===== config.mk =====
export PLATFORM = sky130hd
export DESIGN_NAME = wrs_ram
export DESIGN_NICKNAME = d
export VERILOG_FILES = /design/src/rtl/wrs_ram.sv
export SDC_FILE = /design/constraint.sdc
export NUM_CORES = 1
export LEC_CHECK = 0
export BUFFER_PORTS_ARGS = -buffer_cell sky130_fd_sc_hd__buf_4
export CAP_MARGIN = 20
export CORE_UTILIZATION = 62
export DETAILED_ROUTE_END_ITERATION = 10
export GPL_TIMING_DRIVEN = 0
export PLACE_DENSITY_LB_ADDON = 0.2
export REMOVE_ABC_BUFFERS = 1
export SLEW_MARGIN = 20
export SYNTH_ARGS = -nofsm -noshare
export SYNTH_HDL_FRONTEND = slang
export SYNTH_SLANG_ARGS = --single-unit

===== constraint.sdc =====
create_clock -name i_clk -period 2.8 [get_ports i_clk]
set_input_delay 0.28 -clock i_clk [delete_from_list [all_inputs] [get_ports i_clk]]
set_output_delay 0.28 -clock i_clk [all_outputs]
set_load 0.02 [all_outputs]

===== src/rtl/wrs_ram.sv =====
// ----------------------------------------------------------------------------
// Generic single-port-write RAM
// One write port and one read port, read data registered.
// ----------------------------------------------------------------------------
module wrs_ram #(
    parameter int WIDTH = 8,
    parameter int DEPTH = 64
) (
    input  logic                                      i_clk,
    input  logic                                      i_wr_en,
    input  logic [(DEPTH > 1 ? $clog2(DEPTH) : 1)-1:0] i_wr_addr,
    input  logic [WIDTH-1:0]                          i_wr_data,
    input  logic                                      i_rd_en,
    input  logic [(DEPTH > 1 ? $clog2(DEPTH) : 1)-1:0] i_rd_addr,
    output logic [WIDTH-1:0]                          o_rd_data
);

    logic [WIDTH-1:0] r_mem [DEPTH];
    logic [WIDTH-1:0] r_rd_data;

    always_ff @(posedge i_clk) begin
        if (i_wr_en) begin
            r_mem[i_wr_addr] <= i_wr_data;
        end
        if (i_rd_en) begin
            r_rd_data <= r_mem[i_rd_addr];
        end
    end

    assign o_rd_data = r_rd_data;

endmodule


==> parameters.txt <==
Parameter                              Value

Die
  Horizontal die dimension    183 µm
  IO Count    31
  Die H    183 µm
  Total die area    33400 µm²
  Area of the placeable core    31900 µm²
  Initial core utilization    63.5%
  Number of rows in the core area    65

STA
  Final setup violating endpoints    0
  Worst-margin pin slew    about 1100 ps
  Setup clock skew after layout    12.1 ps
  Unrepaired setup endpoints after global routing    no
  Max-Slew Margin vs Limit    about a quarter
  Final hold viol count    0
  Pins Over Slew Limit    0
  Final Hold Slack    189 ps
  Final min period    2640 ps
  Final clock period utilization by the worst path    94.2%
  Maximum frequency from static timing analysis    between 300 and 400 MHz

Placement
  Placed wire-length estimate    23100 µm
  Routability cong.    0.782
  Cell Area, Placed    20800 µm²
  Port Buf Inserts    30

Detailed routing
  Routed Antenna Nets    0
  Drt initial violations    slightly below 1000
  Vias/cell    6.56
  Total DRC errors in the routed layout    0
  Via Count    9492
  Routed wire length    40700 µm
  Per-cell routed wire length    28.1 µm
  Count of TritonRoute iterations in the first routing pass    5

CTS
  TritonCTS clock tree    yes
  Clock buffers created by TritonCTS    50
  H-Tree Depth    2
  Number of buffers on the longest clock path    3
  Clk sink count    520
  Clock slew at reported path FFs    60 ps
  CTS root buf    sky130_fd_sc_hd__clkbuf_16
  Clock latency of the later-clocked register in the worst-skew pair    560 ps
  Quantity of gates resized following cts    0

Synth
  Compound-gate portion of the synthesized area    2.06%
  Post-Syn Area per Cell    21.5 µm²
  Cell taking the most area after synthesis    sky130_fd_sc_hd__edfxtp_1
  Area share of and/or/nand/nor cells after synthesis    3.37%
  Synth Warn #    0
  Number of library cell types mapped by synthesis    39
  Adder-cell share of the synthesized area    0%
  Async set-or-reset flop fraction in the synthesized netlist    0%
  Post-synthesis sequential area ratio    77.1%
  Synth Flop Type    sky130_fd_sc_hd__edfxtp_1
  Dominant combinational cell family by area after synthesis    multiplexers
  Area share of the leading cell type in the synthesized netlist    77.1%
  Largest cells by area after synthesis    sky130_fd_sc_hd__edfxtp_1 77%, sky130_fd_sc_hd__mux4_2 14%, sky130_fd_sc_hd__nor2_1 1.5%
  Post-synthesis instance area    20200 µm²
  Number of standard cells after synthesis    between 900 and 1000
  Flip-flop and latch count after synthesis    520
  Synth Area in XOR/XNOR    0%
  Proportion of synthesized area in mux cells    15.9%
  Count of flip-flops with a built-in enable after synthesis    520

Global route
  Met3 Track Usage GR    4.19%
  GRT Residual Overflow    0
  Pin count of the biggest net entering global routing    98
  Met1 Usage GRT    between 30 and 40%
  Initial antenna violation count    0
  First-pass GRT wire length    61200 µm
  Met2 demand-to-capacity share in global routing    40.2%
  Overall global routing resource usage    25.7%
  Routing layer with the top usage in global route    met2
  Number of global-route vias before repair    slightly below 10000

Worst setup path
  Critical path origin    i_rd_addr[0]
  Startpoint of the lowest-slack register-to-register path    r_mem[21][6]
  Worst Setup Start Kind    input pin
  Kind of capture point of the worst setup path    register
  Largest fanout on the critical path    43
  Data required, critical path    3050 ps
  Endpoint arrival time on the critical path    2890 ps
  Critical path endpoint    o_rd_data[6]
  Reg-to-reg setup timing slack    370 ps
  Category of the most critical setup path    in2reg
  Register-to-Register Path Depth    5
  Capturing point of the worst reg2reg path    o_rd_data[6]

Power and ir drop
  Pwr per Cell Area    707 nW/µm²
  Leakage power figure    6.91 nW
  Worst vdd ir    0.496 mV
  Total Power    15.8 mW

Cells and area
  Area of all placed cells without fillers    around 22000 µm²
  Final net count    998
  Layout cells sized above 1    23.6%
  Number of diodes    0
  Synth-to-Final Area Change    10.4%

Worst hold path
  Type of the tightest min-delay check    in2reg
  Startpoint of the worst hold path    i_wr_addr[1]

Run status
  Run status    completed

Job
  Total of max-cap violations    0
==> cell usage after synthesis, types with 8 or more instances <==
cell / instances
sky130_fd_sc_hd__buf_2: 11
sky130_fd_sc_hd__buf_4: 13
sky130_fd_sc_hd__clkbuf_1: 17
sky130_fd_sc_hd__edfxtp_1: 520
sky130_fd_sc_hd__mux2_2: 13
sky130_fd_sc_hd__mux2i_1: 23
sky130_fd_sc_hd__mux4_2: 126
sky130_fd_sc_hd__nand2_1: 19
sky130_fd_sc_hd__nand3_1: 13
sky130_fd_sc_hd__nor2_1: 83
sky130_fd_sc_hd__nor2b_1: 14
sky130_fd_sc_hd__o221ai_1: 8
sky130_fd_sc_hd__o22ai_1: 8
==> cell families after synthesis <==
family	Yosys count
AO/OA/AOI/OAI	54
buffers and inverters	51
flip-flops	520
multiplexers	162
AND/OR/NAND/NOR	153
==> layout by cell type, fill, tap and decap left out, types with 2 or more instances in the layout <==
cell / instances
sky130_fd_sc_hd__edfxtp_1: 520
sky130_fd_sc_hd__mux4_2: 126
sky130_fd_sc_hd__nor2_1: 83
sky130_fd_sc_hd__clkbuf_16: 51
sky130_fd_sc_hd__buf_4: 28
sky130_fd_sc_hd__mux2i_1: 23
sky130_fd_sc_hd__nand2_1: 19
sky130_fd_sc_hd__nor2b_1: 14
sky130_fd_sc_hd__clkbuf_1: 14
sky130_fd_sc_hd__mux2_2: 13
sky130_fd_sc_hd__nand3_1: 13
sky130_fd_sc_hd__clkinv_1: 13
sky130_fd_sc_hd__o221ai_1: 8
sky130_fd_sc_hd__o22ai_1: 8
sky130_fd_sc_hd__nand2b_1: 7
sky130_fd_sc_hd__clkinv_2: 7
sky130_fd_sc_hd__a221oi_1: 6
sky130_fd_sc_hd__nor3_1: 5
sky130_fd_sc_hd__a211oi_1: 4
sky130_fd_sc_hd__bufinv_16: 4
sky130_fd_sc_hd__nand3b_1: 3
sky130_fd_sc_hd__a21oi_1: 3
sky130_fd_sc_hd__a22oi_1: 3
sky130_fd_sc_hd__o2111ai_1: 3
sky130_fd_sc_hd__o2bb2ai_1: 3
sky130_fd_sc_hd__buf_16: 3
sky130_fd_sc_hd__o221a_2: 2
sky130_fd_sc_hd__nor4_1: 2
sky130_fd_sc_hd__o32ai_1: 2
sky130_fd_sc_hd__a2111oi_0: 2
sky130_fd_sc_hd__o21a_1: 2
sky130_fd_sc_hd__o21ai_1: 2
sky130_fd_sc_hd__o41ai_1: 2
sky130_fd_sc_hd__nor3_2: 2
sky130_fd_sc_hd__nand4_1: 2
sky130_fd_sc_hd__o21ai_0: 2
==> power by group <==
group | internal, mW | total, mW | switching [mW] | leakage (nW)
Sequential | 8.63 | 8.65 | 0.0147 | 4.69
Clock | 3.69 | 6.38 | 2.68 | 0.754
Combinational | 0.300 | 0.791 | 0.491 | 1.47
==> registers in the layout, indices dropped and copies added, names as in the netlist <==
signal     count
r_mem        512
o_rd_data      8
==> critical path, cell delays in order <==
cell and delay, ps:
sky130_fd_sc_hd__buf_8 340, sky130_fd_sc_hd__buf_16 350, sky130_fd_sc_hd__mux4_2 550, sky130_fd_sc_hd__mux2_2 300, sky130_fd_sc_hd__o221a_2 290, sky130_fd_sc_hd__nor3_1 450, sky130_fd_sc_hd__o32ai_1 260
==> stage by stage <==
| stage | util [%] | std cells | setup WS, ps | setup TNS, ps |
|---|---|---|---|---|
| after floorplan | - | 889 | 977 | 0 |
| after global placement | 64.9 | 1354 | -1700 | -12180 |
| after detailed placement | 65.2 | 1356 | -387 | -1240 |
| after CTS | 70.0 | 1447 | 176 | 0 |
| after global routing | 70.1 | 1448 | 61.0 | 0 |
| final | 70.1 | 1448 | 161 | 0 |
==> layer usage <==
layer	vias up	wire length (µm)
met5	-	0
met4	0	1320
met3	103	3310
met2	449	19700
met1	4931	16400
li1	4009	-
==> timing repair <==
action	CTS	global route
hold endpoints to repair	1	0
hold buffers	1	0
endpoints found under the setup margin	0	0
buffers inserted	0	0
==> final cells by class <==
| class | count | area, µm² |
|---|---|---|
| Clock buffer | 65 | 1330 |
| Clock inverter | 25 | 213 |
| Fill cell | 1956 | 9530 |
| Multi-Input combinational cell | 369 | 4330 |
| Sequential cell | 520 | 15600 |
| Tap cell | 435 | 544 |
| Timing Repair Buffer | 34 | 329 |
==> how the worst min path moves through the flow <==
stage                               to  cells after the start
after floorplan            r_mem[0][0]                      0
after global placement    o_rd_data[7]                      1
after detailed placement  o_rd_data[0]                      1
after CTS                 r_mem[49][5]                      2
after global routing      r_mem[49][7]                      2
final                     r_mem[49][5]                      2
Note: power is estimated with default switching activity, not from simulation.
